===== src/rtl/istka_pkg.sv =====
// Shared types and constants of the impact score top-K accumulator.
`timescale 1ns / 1ps

package istka_pkg;

    localparam int TOP_K_DEF     = 15;
    localparam int DOC_COUNT_DEF = 65536;
    localparam int KIND_W        = 2;
    localparam int DOC_W         = 16;
    localparam int IMP_W         = 8;
    localparam int SCORE_W       = 16;
    localparam int RANK_W        = 4;
    localparam int MAX_OUT       = 15;
    localparam int EPOCH_W       = 8;
    localparam int QUEUE_DEPTH   = 2;

    typedef enum logic [1:0] {
        OP_CLEAR = 2'd0,
        OP_POST  = 2'd1,
        OP_READ  = 2'd2
    } t_op;

    typedef struct packed {
        t_op              op;
        logic [DOC_W-1:0] doc_id;
        logic [IMP_W-1:0] impact;
    } t_cmd;

    typedef struct packed {
        logic               clr;
        logic               ins;
        logic [DOC_W-1:0]   doc;
        logic [SCORE_W-1:0] score;
    } t_list_cmd;

endpackage


===== src/rtl/istka_list.sv =====
// Sorted top-K list held in a row of slots that all update at once.
`timescale 1ns / 1ps

module istka_list #(
    parameter int  TOP_K = istka_pkg::TOP_K_DEF,
    localparam int IdxW  = (TOP_K > 1) ? $clog2(TOP_K) : 1,
    localparam int CntW  = $clog2(TOP_K + 1)
) (
    input  logic                          i_clk,
    input  logic                          i_rst_n,
    input  istka_pkg::t_list_cmd          i_cmd,
    input  logic [IdxW-1:0]               i_rd_idx,
    output logic [istka_pkg::DOC_W-1:0]   o_rd_doc,
    output logic [istka_pkg::SCORE_W-1:0] o_rd_score,
    output logic [CntW-1:0]               o_cnt
);
    import istka_pkg::*;

    typedef enum logic [1:0] {
        SEL_KEEP = 2'd0,
        SEL_UP   = 2'd1,
        SEL_DOWN = 2'd2,
        SEL_NEW  = 2'd3
    } t_sel;

    logic [DOC_W-1:0]   r_doc   [TOP_K];
    logic [SCORE_W-1:0] r_score [TOP_K];
    logic [CntW-1:0]    r_cnt;

    logic [TOP_K-1:0]   match;
    logic [TOP_K+1:0]   ge_pad;   // ge_pad[j+1] is "slot j holds a score at least the new one"
    logic               found;
    logic               ahead;    // the listed copy sits among the entries that stay ahead
    logic [IdxW-1:0]    m_idx;

    always_comb begin
        ge_pad[0]         = 1'b1;
        ge_pad[TOP_K+1]   = 1'b0;
        found             = 1'b0;
        ahead             = 1'b0;
        m_idx             = '0;
        for (int j = 0; j < TOP_K; j++) begin
            match[j]    = (CntW'(j) < r_cnt) && (r_doc[j] == i_cmd.doc);
            ge_pad[j+1] = (CntW'(j) < r_cnt) && (r_score[j] >= i_cmd.score);
            found       = found | match[j];
            ahead       = ahead | (match[j] & ge_pad[j+1]);
            m_idx       = m_idx | (match[j] ? IdxW'(j) : '0);
        end
    end

    for (genvar j = 0; j < TOP_K; j++) begin : g_slot
        logic [DOC_W-1:0]   up_doc, dn_doc;
        logic [SCORE_W-1:0] up_score, dn_score;
        logic               at_m, past_m;
        t_sel               sel;

        if (j == 0) begin : g_first
            assign dn_doc   = '0;
            assign dn_score = '0;
        end else begin : g_mid_dn
            assign dn_doc   = r_doc[j-1];
            assign dn_score = r_score[j-1];
        end
        if (j == TOP_K - 1) begin : g_last
            assign up_doc   = '0;
            assign up_score = '0;
        end else begin : g_mid_up
            assign up_doc   = r_doc[j+1];
            assign up_score = r_score[j+1];
        end

        assign at_m   = found && (IdxW'(j) >= m_idx);
        assign past_m = found && (IdxW'(j) > m_idx);

        // The new entry lands after every remaining entry with a score at least as high.
        always_comb begin
            if (ahead) begin
                priority if (!at_m) begin
                    sel = SEL_KEEP;
                end else if (ge_pad[j+2]) begin
                    sel = SEL_UP;
                end else if (ge_pad[j+1]) begin
                    sel = SEL_NEW;
                end else begin
                    sel = SEL_KEEP;
                end
            end else begin
                priority if (ge_pad[j+1]) begin
                    sel = SEL_KEEP;
                end else if (ge_pad[j]) begin
                    sel = SEL_NEW;
                end else if (past_m) begin
                    sel = SEL_KEEP;
                end else begin
                    sel = SEL_DOWN;
                end
            end
        end

        always_ff @(posedge i_clk) begin
            if (i_cmd.ins) begin
                unique case (sel)
                    SEL_KEEP: begin
                        r_doc[j]   <= r_doc[j];
                        r_score[j] <= r_score[j];
                    end
                    SEL_UP: begin
                        r_doc[j]   <= up_doc;
                        r_score[j] <= up_score;
                    end
                    SEL_DOWN: begin
                        r_doc[j]   <= dn_doc;
                        r_score[j] <= dn_score;
                    end
                    SEL_NEW: begin
                        r_doc[j]   <= i_cmd.doc;
                        r_score[j] <= i_cmd.score;
                    end
                    default: begin
                        r_doc[j]   <= r_doc[j];
                        r_score[j] <= r_score[j];
                    end
                endcase
            end
        end
    end

    always_ff @(posedge i_clk) begin
        if (!i_rst_n) begin
            r_cnt <= '0;
        end else if (i_cmd.clr) begin
            r_cnt <= '0;
        end else if (i_cmd.ins && !found && (r_cnt != CntW'(TOP_K))) begin
            r_cnt <= r_cnt + CntW'(1);
        end
    end

    assign o_rd_doc   = r_doc[i_rd_idx];
    assign o_rd_score = r_score[i_rd_idx];
    assign o_cnt      = r_cnt;

    a_cnt_bound: assert property (@(posedge i_clk) disable iff (!i_rst_n)
        r_cnt <= CntW'(TOP_K))
        else $error("list fill count exceeds its depth");

    a_clr_empties: assert property (@(posedge i_clk) disable iff (!i_rst_n)
        i_cmd.clr |=> (r_cnt == '0))
        else $error("list not empty after a clear");

    a_new_grows: assert property (@(posedge i_clk) disable iff (!i_rst_n)
        (i_cmd.ins && !i_cmd.clr && !found && (r_cnt < CntW'(TOP_K)))
        |=> (r_cnt == $past(r_cnt) + CntW'(1)))
        else $error("new document did not lengthen a list with room");

    a_relist_keeps: assert property (@(posedge i_clk) disable iff (!i_rst_n)
        (i_cmd.ins && !i_cmd.clr && found) |=> $stable(r_cnt))
        else $error("re-listed document changed the list length");

endmodule


===== config.mk =====
export PLATFORM = sky130hd
export DESIGN_NAME = istka_list
export DESIGN_NICKNAME = d
export VERILOG_FILES = /design/src/rtl/istka_pkg.sv /design/src/rtl/istka_list.sv
export SDC_FILE = /design/constraint.sdc
export NUM_CORES = 2
export LEC_CHECK = 0
export BUFFER_PORTS_ARGS = -buffer_cell sky130_fd_sc_hd__buf_2
export CAP_MARGIN = 25
export CORE_MARGIN = 3
export CORE_UTILIZATION = 30
export CTS_BUF_LIST = sky130_fd_sc_hd__clkbuf_16
export CTS_CLUSTER_DIAMETER = 60
export CTS_CLUSTER_SIZE = 25
export DETAILED_ROUTE_END_ITERATION = 16
export SETUP_SLACK_MARGIN = 0.4
export SLEW_MARGIN = 20
export SYNTH_ARGS = -nofsm -noshare
export SYNTH_HDL_FRONTEND = slang
export SYNTH_SLANG_ARGS = --single-unit

===== constraint.sdc =====
create_clock -name i_clk -period 6.7 [get_ports i_clk]
set_input_delay 0.67 -clock i_clk [delete_from_list [all_inputs] [get_ports i_clk]]
set_output_delay 0.67 -clock i_clk [all_outputs]
set_load 0.05 [all_outputs]

==> flow_metrics.env <==
export IMPL_reg2regPathDepth=15
export IMPL_io_buffer_count=75
export IMPL_fin_worst_skew_ns=0.0433
export IMPL_final_common_cell="edfxtp_1"
export IMPL_ys_ff_latch=484
export IMPL_p_leak_nw=15.6
export IMPL_peakVddDrop_v=0.000186
export IMPL_syn_nets=3551
export IMPL_worst_pin_slew_ns=1.09
export IMPL_yosys_area_top_type="edfxtp_1"
export IMPL_setup_violations=0
export IMPL_startpoint_type="input pin"
export IMPL_design_area_um2=43900
export IMPL_std_cell_rows=132
export IMPL_fin_nets=3564
export IMPL_synth_edff_count=480
export IMPL_hp_class="in -> reg"
export IMPL_grt_pass1_vias=27803
export IMPL_post_route_period_util_pct=79.9
export IMPL_cp_arrival_ns=5.73
export IMPL_cp_max_fo=22
export IMPL_critPathCapture="r_score[7][6]$_DFFE_PP_"
export IMPL_antenna_found_initial=14
export IMPL_grt_pass1_wl_um=191000
export IMPL_cts_resized=0
export IMPL_max_freq_ghz=0.187
export IMPL_fin_crit_ns=5.35
export IMPL_cts_root_buffer="clkbuf_16"
export IMPL_cp_startpoint="i_cmd[2]"
export IMPL_synth_area_leaders="edfxtp_1 (36%), mux2_2 (12%), ha_1 (7.6%), mux4_2 (7.3%), mux2_1 (4.9%)"
export IMPL_grt_max_degree=95
export IMPL_grt_overflow=0
export IMPL_clock_latency_ns=0.65
export IMPL_synthDistinctLibCells=98
export IMPL_drcViolationCount=0
export IMPL_yosys_warnings=0
export IMPL_power_density_nw_per_um2=208
export IMPL_cts_max_path_buffers=3
export IMPL_maxCapViolCount=0
export IMPL_ios=76
export IMPL_drive_gt1_share_pct=29.0
export IMPL_yosys_most_used_dff="edfxtp_1"
export IMPL_post_route_util_pct=33.7
export IMPL_timing_rr_start="o_cnt[1]$_SDFFE_PP0P_"
export IMPL_avgSynthCellArea_um2=12.1
export IMPL_drt_initial_drc_count=2416
export IMPL_ys_seq_area_share_pct=36.6
export IMPL_path_class="in -> reg"
export IMPL_synthArstFlopShare_pct=0
export IMPL_clkTransAtPathRegs_ns=0.08
export IMPL_hold_viol=0
export IMPL_gp_congestion=0.910
export IMPL_vias=28105
export IMPL_rsz0062_at_grt="no"
export IMPL_initial_core_util_pct=30.4
export IMPL_synth_cells=3269
export IMPL_drtPass1Iterations=6
export IMPL_r2r_slack_ns=1.50
export IMPL_cts_tree="yes"
export IMPL_die_w_um=369
export IMPL_dpl_hpwl_um=97700
export IMPL_end_kind="flop"
export IMPL_finalSetupTns_ns=0
export IMPL_slew_violations=0
export IMPL_synth_area_um2=39600
export IMPL_cts_htree_levels=2
export IMPL_layout_common_cells="edfxtp_1 (480), mux2_2 (433), ha_1 (242)"
export IMPL_drt_wl_total_um=127000
export IMPL_relSlewSlack_pct=27.1
export IMPL_cp_required_ns=7.08
export IMPL_reg2reg_to="r_doc[7][2]$_DFFE_PP_"
export IMPL_vias_per_cell=5.55
export IMPL_ctsHoldBuffers=0
export IMPL_clock_sinks=484
export IMPL_n_fill_cell=12842
export IMPL_place_area_um2=42200
export IMPL_post_cts_buffers=0
export IMPL_outcome="finished, final reports clean"
export IMPL_ant_nets=0
export IMPL_cts_buffers=48
export IMPL_dieArea_um2=136000
export IMPL_synthToLayoutAreaGrowth_pct=10.8
export IMPL_wl_per_cell_um=25.2
export IMPL_die_y_um=369
export IMPL_synth_top_area_share_pct=36.4
export IMPL_gr_usage_all_layers_pct=18.3
export IMPL_core_area_um2=130000
critical path: stages:
cell and delay, ns:
buf_2 0.33, inv_1 0.41, ha_1 0.40, o211ai_1 0.09
a21oi_1 0.07, o41a_1 0.41, o21ai_0 0.58, a21oi_1 0.25
a2111oi_2 0.47, and3_4 0.50, a211oi_2 0.11, a21oi_4 0.55
buf_12 0.25, mux2_2 0.35, mux2_2 0.26
report_power, final:
| part | internal [W] | leakage [nW] | switching, W | total, W |
|---|---|---|---|---|
| Combinational | 0.000896 | 10.1 | 0.00117 | 0.00206 |
| Clock | 0.00163 | 0.827 | 0.00146 | 0.00309 |
| Sequential | 0.00366 | 4.75 | 0.000308 | 0.00397 |
area by class of cell:
class | instances | area [um2] | area share, %
timing repair buffer | 184 | 1450 | 3.30
tap | 1742 | 2180 | 4.96
inverter | 53 | 199 | 0.453
clock inverter | 41 | 505 | 1.15
sequential | 484 | 14500 | 33.0
multi-input combinational | 2511 | 23800 | 54.3
antenna | 1 | 2.50 | 0.00570
clock buffer | 49 | 1230 | 2.79
registers in the layout (all words and copies together), names as in the netlist:
name / count
r_doc: 240
o_cnt: 4
r_score: 240
layer usage:
layer,up-vias,track usage (%),wire length (um)
met1,14192,25.2,55900
li1,12708,-,-
met4,6,5.52,4030
met3,180,3.36,9130
met2,1019,29.1,58400
met5,-,0,44
cells by family after synthesis:
family | synth area share [%]
fa+ha+maj | 7.64
buf+inv | 4.08
flops | 36.6
simple gates | 7.86
compound gates | 7.32
mux | 31.1
xor+xnor | 5.43
synth_stat cells (50+ instances only):
library cell,instances
buf_6,50
o21ai_0,96
xnor2_1,130
nand4_1,66
ha_1,242
buf_2,58
edfxtp_1,480
mux4_2,128
nand2_1,180
inv_1,53
o21ai_1,54
clkbuf_1,72
mux2_1,173
nor2_1,110
mux2_2,433
mux2_4,55
mux2i_1,176
a21oi_1,145
xor2_1,114
how the worst min path moves through the flow:
stage,start,end,cells past startpoint
floorplan,r_score[5][15]$_DFFE_PP_,r_score[4][15]$_DFFE_PP_,2
global placement,r_score[5][6]$_DFFE_PP_,r_score[4][6]$_DFFE_PP_,2
detailed placement,r_doc[14][14]$_DFFE_PP_,r_doc[13][14]$_DFFE_PP_,1
CTS,i_cmd[3],r_score[0][3]$_DFFE_PP_,3
global route,i_cmd[3],r_score[0][3]$_DFFE_PP_,3
finish,i_rst_n,o_cnt[1]$_SDFFE_PP0P_,3
per-stage QoR:
stage / total power, W / cells / hold slack [ns] / setup WS [ns]
6_report: 0.00912 / 5065 / 0.623 / 1.35
3_5_place_dp: 0.00607 / 4974 / 0.615 / 0.786
5_1_grt: 0.00947 / 5065 / 0.630 / 1.27
2_1_floorplan: 0.00536 / 3269 / 0.562 / 0.885
3_3_place_gp: 0.00602 / 4972 / 0.610 / 0.788
4_1_cts: 0.00916 / 5064 / 0.598 / 1.46
Note: power is estimated with default switching activity, not from simulation.
