<file path="config.mk">
export PLATFORM = sky130hd
export DESIGN_NAME = istka_front
export DESIGN_NICKNAME = d
export VERILOG_FILES = /design/src/rtl/istka_pkg.sv /design/src/rtl/istka_front.sv
export SDC_FILE = /design/constraint.sdc
export NUM_CORES = 1
export LEC_CHECK = 0
export ABC_AREA = 1
export ABC_CLOCK_PERIOD_IN_PS = 2900
export BUFFER_PORTS_ARGS = -buffer_cell sky130_fd_sc_hd__buf_2
export CORE_ASPECT_RATIO = 0.5
export CORE_MARGIN = 2
export CORE_UTILIZATION = 50
export DETAILED_ROUTE_END_ITERATION = 12
export PLACE_DENSITY = 0.84
export SLEW_MARGIN = 20
export SYNTH_ARGS = -nofsm -noshare
export SYNTH_HDL_FRONTEND = slang
export SYNTH_SLANG_ARGS = --single-unit
</file>
<file path="constraint.sdc">
create_clock -name i_clk -period 2.9 [get_ports i_clk]
set_clock_uncertainty 0.05 [all_clocks]
set_input_delay 0.58 -clock i_clk [delete_from_list [all_inputs] [get_ports i_clk]]
set_output_delay 0.58 -clock i_clk [all_outputs]
set_load 0.02 [all_outputs]
</file>
<file path="src/rtl/istka_pkg.sv">
// Shared types and constants of the impact score top-K accumulator.
`timescale 1ns / 1ps

package istka_pkg;

    localparam int TOP_K_DEF     = 15;
    localparam int DOC_COUNT_DEF = 65536;
    localparam int KIND_W        = 2;
    localparam int DOC_W         = 16;
    localparam int IMP_W         = 8;
    localparam int SCORE_W       = 16;
    localparam int RANK_W        = 4;
    localparam int MAX_OUT       = 15;
    localparam int EPOCH_W       = 8;
    localparam int QUEUE_DEPTH   = 2;

    typedef enum logic [1:0] {
        OP_CLEAR = 2'd0,
        OP_POST  = 2'd1,
        OP_READ  = 2'd2
    } t_op;

    typedef struct packed {
        t_op              op;
        logic [DOC_W-1:0] doc_id;
        logic [IMP_W-1:0] impact;
    } t_cmd;

    typedef struct packed {
        logic               clr;
        logic               ins;
        logic [DOC_W-1:0]   doc;
        logic [SCORE_W-1:0] score;
    } t_list_cmd;

endpackage

</file>
<file path="src/rtl/istka_front.sv">
// Front end: accepts input words, drops those with no effect and queues the rest.
`timescale 1ns / 1ps

module istka_front #(
    parameter int DOC_COUNT = istka_pkg::DOC_COUNT_DEF
) (
    input  logic                        i_clk,
    input  logic                        i_rst_n,
    input  logic                        i_in_valid,
    output logic                        o_in_stall,
    input  logic [istka_pkg::KIND_W-1:0] i_kind,
    input  logic [istka_pkg::DOC_W-1:0]  i_doc_id,
    input  logic [istka_pkg::IMP_W-1:0]  i_impact,
    output logic                        o_q_valid,
    output istka_pkg::t_cmd             o_q_cmd,
    input  logic                        i_q_pop
);
    import istka_pkg::*;

    localparam logic [KIND_W-1:0] KIND_CLEAR = 2'd0;
    localparam logic [KIND_W-1:0] KIND_POST  = 2'd1;
    localparam logic [KIND_W-1:0] KIND_READ  = 2'd2;
    localparam int QW = (QUEUE_DEPTH > 1) ? $clog2(QUEUE_DEPTH) : 1;
    localparam int QCW = $clog2(QUEUE_DEPTH + 1);

    t_cmd           r_q [QUEUE_DEPTH];
    logic [QW-1:0]  r_wr_ptr, r_rd_ptr;
    logic [QCW-1:0] r_count;
    logic           keep;
    logic           push;
    t_cmd           cmd;

    always_comb begin
        cmd.doc_id = i_doc_id;
        cmd.impact = i_impact;
        cmd.op     = OP_CLEAR;
        keep       = 1'b0;
        unique case (i_kind)
            KIND_CLEAR: begin
                cmd.op = OP_CLEAR;
                keep   = 1'b1;
            end
            KIND_POST: begin
                // A posting beyond the document range leaves no trace.
                cmd.op = OP_POST;
                keep   = (32'(i_doc_id) < 32'(DOC_COUNT));
            end
            KIND_READ: begin
                cmd.op = OP_READ;
                keep   = 1'b1;
            end
            default: begin
                cmd.op = OP_CLEAR;
                keep   = 1'b0;
            end
        endcase
    end

    assign o_in_stall = (r_count == QCW'(QUEUE_DEPTH));
    assign push       = i_in_valid && !o_in_stall && keep;
    assign o_q_valid  = (r_count != '0);
    assign o_q_cmd    = r_q[r_rd_ptr];

    always_ff @(posedge i_clk) begin
        if (push) begin
            r_q[r_wr_ptr] <= cmd;
        end
    end

    always_ff @(posedge i_clk) begin
        if (!i_rst_n) begin
            r_wr_ptr <= '0;
            r_rd_ptr <= '0;
            r_count  <= '0;
        end else begin
            if (push) begin
                r_wr_ptr <= r_wr_ptr + QW'(1);
            end
            if (i_q_pop) begin
                r_rd_ptr <= r_rd_ptr + QW'(1);
            end
            if (push && !i_q_pop) begin
                r_count <= r_count + QCW'(1);
            end else if (!push && i_q_pop) begin
                r_count <= r_count - QCW'(1);
            end
        end
    end

endmodule

</file>
==> results.toml, run 1 <==
[detailed_routing]
drt-total-wl_um = 3340
antenna_left = 0
wl_per_cell_um = 13.2
vias = 1169
drc_errors = 0
first_iter_violations = 74
first_pass_iters = 4
drt-vias-per-instance = 4.62

[synth]
syn_nets = 154
synth-seq-cells = 57
yosys_warnings = 0
avgSynthCellArea_sq_um = 18.2
synth_area_leaders = "edfxtp_1, mux2_4, dfxtp_1, mux2_2, inv_1"
yosysSeqAreaShare_pct = 74.3
netlist_area_sq_um = 2240
yosysTopAreaCell = "edfxtp_1"
synthCells = 123
netlist.area_leader.share_pct = 69.8
ys_types = 14

[floorplan]
start_util_pct = 51.5
die-area_sq_um = 5060
num_rows = 17
core_sq_um = 4340
ios = 58
die-height_um = 51.3
fp.dieW_um = 98.6

[timing]
worstMarginPinSlew_ns = 0.431
drv_slew = 0
clock.fmax_mhz = 459
max_slew_margin_pct = 71.2
fin_crit_ns = 2.18
final-hold-violation-count = 0
finalSetupTns_ns = 0
rsz0062_at_grt = "false"
setup_viol = 0
fin_crit_sh_pct = 75.2

[worst_setup_path]
critPathKind = "reg2out"
critPathMaxFanout = 26
critical_path.top_delay_family = "buffers and inverters"
crit_arrival_ns = 1.55
slowest_delay_ns = 0.38
r2r_start = "r_count[0]$_SDFFE_PN0P_"
path_buf_inv = 2
reg2regPathDepth = 5
worstReg2RegEnd = "r_q[1][12]$_DFFE_PP_"
end_kind = "primary output"
critical_path_required_ns = 2.27
cp-start-kind = "flip-flop"
reg2reg_slack_ns = 1.33
cp_slowest_cell = "buf_4"
cp_cell_sequence = "buf_4, mux2_2, buf_2"

[placed_design]
dp_hpwl_um = 2230
numPortBuffers = 57
gp_congestion = 0.625

[clock_tree]
htree_levels = 3
clock_sinks = 57
cts_hold_buf = 0
cts_resized = 0
cts_buffers = 9
clock_latency_ns = 0.32
post_cts_buffers = 0
clk_pin_slew_ns = 0.07
cts_tree = "built"
root_buffer = "clkbuf_8"
clockBufferDepth = 2

[worst_hold_path]
holdPathEnd = "r_q[1][1]$_DFFE_PP_"
min_path_cells = 1
min_path_type = "in2reg"
worstHoldStart = "i_impact[1]"

[power_and_ir_drop]
powerDensity_nw_per_um2 = 699
irDropWorstVdd_uv = 375
power_w = 0.00193
p_leak_nw = 1.14

[job]
max_cap_viol_count = 0

[cells_and_area]
diodes = 0
layout-drive-gt1-share_pct = 52.0
final_net_count = 222
area_growth_pct = 23.3

[global_routing]
antenna_found_initial = 0
track_usage_pct = 14.5
grt_max_degree = 27
grt_pass1_vias = 1137
grt_pass1_wl_um = 5180
grt_overflow = 0

[run_status]
outcome = "finished clean"
==> cell usage in the layout, fill, tap and decap left out <==
master      synthesis  layout
buf_2               0      57
edfxtp_1           52      52
mux2_4             20      20
inv_1              11      11
nand2_1            11      11
clkbuf_8            0       9
nor2_1              9       7
mux2_2              6       6
dfxtp_1             5       5
clkinvlp_4          0       3
buf_4               0       3
nand3_1             2       2
nor2_2              0       2
clkbuf_1            0       2
o21ai_0             1       1
a21oi_1             1       1
nand4_1             1       1
ha_1                1       1
bufinv_16           0       1
clkinv_2            0       1
==> how the worst max path moves through the flow <==
stage              start                  end  cells after the start  slack (ns)
6_report       flip-flop          o_q_cmd[17]                      3        0.72
4_1_cts        flip-flop          o_q_cmd[17]                      3        0.68
2_1_floorplan  i_kind[1]  r_q[1][0]$_DFFE_PP_                      3        0.53
3_5_place_dp   i_kind[1]  r_q[1][3]$_DFFE_PP_                      5        1.03
5_1_grt        flip-flop          o_q_cmd[17]                      3        0.59
3_3_place_gp   flip-flop          o_q_cmd[16]                      3        1.05
==> power breakdown <==
group	switching (W)	total (W)	internal, W
Clock	0.000293	0.000687	0.000395
Combinational	0.000151	0.000262	0.000111
Sequential	0.0000159	0.000977	0.000961
==> sequential cells by signal (all words and copies together) (netlist names), named ones only <==
| signal | flops |
|---|---|
| r_q | 52 |
| r_rd_ptr | 1 |
| r_wr_ptr | 1 |
| r_count | 2 |
==> stage by stage <==
stage | util (%) | hold WS, ns | cells | instance area [sq um] | setup slack [ns]
3_3_place_gp | 59.2 | 0.428 | 237 | 2570 | 1.05
5_1_grt | 63.6 | 0.364 | 253 | 2760 | 0.589
4_1_cts | 63.6 | 0.366 | 253 | 2760 | 0.677
6_report | 63.6 | 0.392 | 253 | 2760 | 0.719
2_1_floorplan | - | 0.413 | 123 | 2240 | 0.529
3_5_place_dp | 59.2 | 0.438 | 237 | 2570 | 1.03
==> cell type report <==
class,count,area [sq um]
clock inverters,5,57.6
clock buffers,11,131
fillers,333,1580
well taps,57,71.3
flip-flops and latches,57,1660
multi-input cells,52,487
repair buffers,60,308
inverters,11,41.3
==> per-layer routing <==
| metal | up-vias | part of all wire, % | global-route usage [%] |
|---|---|---|---|
| met2 | 26 | 52 | 23.7 |
| met1 | 560 | 41 | 15.3 |
| met3 | 2 | 6.3 | 9.30 |
| li1 | 581 | - | - |
| met5 | - | 0 | 0 |
| met4 | 0 | 0.87 | 5.48 |
==> cell families after synthesis <==
family	count (synthesis)	share of synthesized area, %
flops	57	74.3
simple gates	23	4.09
buf+inv	14	4.14
mux	26	16.5
fa+ha+maj	1	0.560
compound gates	2	0.447
==> Yosys cell counts <==
cell,n
nand2_1,11
dfxtp_1,5
a21oi_1,1
buf_12,2
ha_1,1
nor2_1,9
mux2_2,6
inv_1,11
mux2_4,20
buf_6,1
nand3_1,2
o21ai_0,1
edfxtp_1,52
nand4_1,1
Note: power is estimated with default switching activity, not from simulation.
==> inputs of run 2 (changes only) <==
Settings changed: ABC_CLOCK_PERIOD_IN_PS 2900 to 2200.
Clock period 2.9 ns to 2.2 ns, I/O delays scaled along.
==> run 2 against run 1 <==
Effect of this change: first-iteration DRC count down 14%; worst setup slack worse by 0.44 ns; die area unchanged; total power up 32%; core utilization up 0.69 points; non-clock buffer count up 1; via count up 3.1%; cell area up 1.1%; final cell count up 0.40%; critical endpoint is now o_q_cmd[18]; largest cell class unchanged.
==> results.toml, run 2 (synthesis results as in run 1) <==
[cells_and_area]
final_cell_mix = "buf_2, edfxtp_1, mux2_4"
area_growth_pct = 24.7
diodes = 0
largest_registers = "r_q: 52 flops, r_count: 2 flops"
fin_area_sq_um = 2790
final_net_count = 223
layout-drive-gt1-share_pct = 52.3
top_register = "r_q"
final_common_cell = "buf_2"
largest_reg_flops = 52

[floorplan]
core_sq_um = 4340
ios = 58
fp.dieW_um = 98.6
start_util_pct = 51.5
num_rows = 17
die-height_um = 51.3
die-area_sq_um = 5060

[run_status]
outcome = "finished clean"

[clock_tree]
root_buffer = "clkbuf_8"
cts_hold_buf = 0
cts_tree = "built"
clock_latency_ns = 0.32
htree_levels = 3
cts_buffers = 9
clk_pin_slew_ns = 0.07
post_cts_buffers = 0
cts_resized = 0
clock_sinks = 57
clockBufferDepth = 2

[worst_setup_path]
crit_arrival_ns = 1.43
critical_path_required_ns = 1.71
cp-start-kind = "flip-flop"
cp_slowest_cell = "mux2_2"
critPathMaxFanout = 26
cp_cell_sequence = "buf_12, mux2_2, buf_2"
critPathKind = "reg2out"
end_kind = "primary output"
slowest_delay_ns = 0.36

[global_routing]
grt_pass1_wl_um = 5630
track_usage_pct = 15.7
grt_pass1_vias = 1197
antenna_found_initial = 0
grt_overflow = 0
grt_max_degree = 27

[detailed_routing]
vias = 1205
first_pass_iters = 4
wl_per_cell_um = 14.5
first_iter_violations = 64
antenna_left = 0
drt-vias-per-instance = 4.74
drt-total-wl_um = 3680
drc_errors = 0

[timing]
fin_crit_ns = 1.92
fin_crit_sh_pct = 87.5
setup_viol = 0
clock.fmax_mhz = 520
final-hold-violation-count = 0
rsz0062_at_grt = "false"
whs_ns = 0.250
max_slew_margin_pct = 81.3
worstMarginPinSlew_ns = 0.280
drv_slew = 0

[power_and_ir_drop]
p_leak_nw = 1.16
irDropWorstVdd_uv = 511
powerDensity_nw_per_um2 = 914

[worst_hold_path]
min_path_type = "in2reg"

[placed_design]
placed_area_sq_um = 2600
numPortBuffers = 57
dp_hpwl_um = 2460
gp_congestion = 0.707

[job]
max_cap_viol_count = 0
==> run 2: cell types whose count changed in the layout (fill, tap and decap cells not counted) <==
cell and change:
buf_12 +2, clkinvlp_4 -1, clkinv_1 +1, buf_4 -1, clkbuf_1 -1, clkinv_2 +1
==> run 2: per-layer routing <==
layer | global-route usage, % | part of all wire, %
met1 | 16.4 | 40
met2 | 27.4 | 54
met3 | 8.62 | 6.0
met4 | 5.48 | 0
met5 | 0 | 0
==> run 2: worst max-delay path: cells and delay by family, from the launching register on <==
kind                   cells  cell delay [ns]
buffers and inverters      2             0.38
muxes                      1             0.36
DFF                        1             0.35
==> run 2: worst paths after layout <==
kind,from,endpoint,slack (ns),cells past startpoint
min reg2reg,r_rd_ptr$_SDFFE_PN0P_,r_rd_ptr$_SDFFE_PN0P_,0.45,2
min,i_impact[5],r_q[0][5]$_DFFE_PP_,0.25,1
max,flip-flop,o_q_cmd[18],0.28,3
max reg2reg,r_count[0]$_SDFFE_PN0P_,r_count[1]$_SDFFE_PN0P_,0.63,10
==> run 2: cell type report <==
| type | instances | area [sq um] |
|---|---|---|
| fillers | 327 | 1550 |
| flip-flops and latches | 57 | 1660 |
| well taps | 57 | 71.3 |
| repair buffers | 61 | 340 |
| multi-input cells | 52 | 487 |
| inverters | 11 | 41.3 |
| clock buffers | 10 | 128 |
| clock inverters | 6 | 58.8 |
==> run 2: where the power goes <==
part	total [W]	internal [W]	switching (W)	leakage [nW]
registers	0.00129	0.00127	0.0000218	0.523
logic	0.000366	0.000158	0.000208	0.547
clock network	0.000895	0.000514	0.000381	0.0897
total	0.00255	0.00194	0.000610	1.16
==> run 2: per-stage QoR <==
step / TNS (ns) / cells / utilization (%) / worst slack [ns] / total power [W]
4_1_cts: 0 / 254 / 64.2 / 0.253 / 0.00258
5_1_grt: 0 / 254 / 64.2 / 0.208 / 0.00266
3_3_place_gp: 0 / 238 / 59.9 / 0.603 / 0.00166
3_5_place_dp: 0 / 238 / 59.9 / 0.539 / 0.00168
6_report: 0 / 254 / 64.2 / 0.276 / 0.00255
2_1_floorplan: -0.506 / 123 / - / -0.0195 / 0.00156
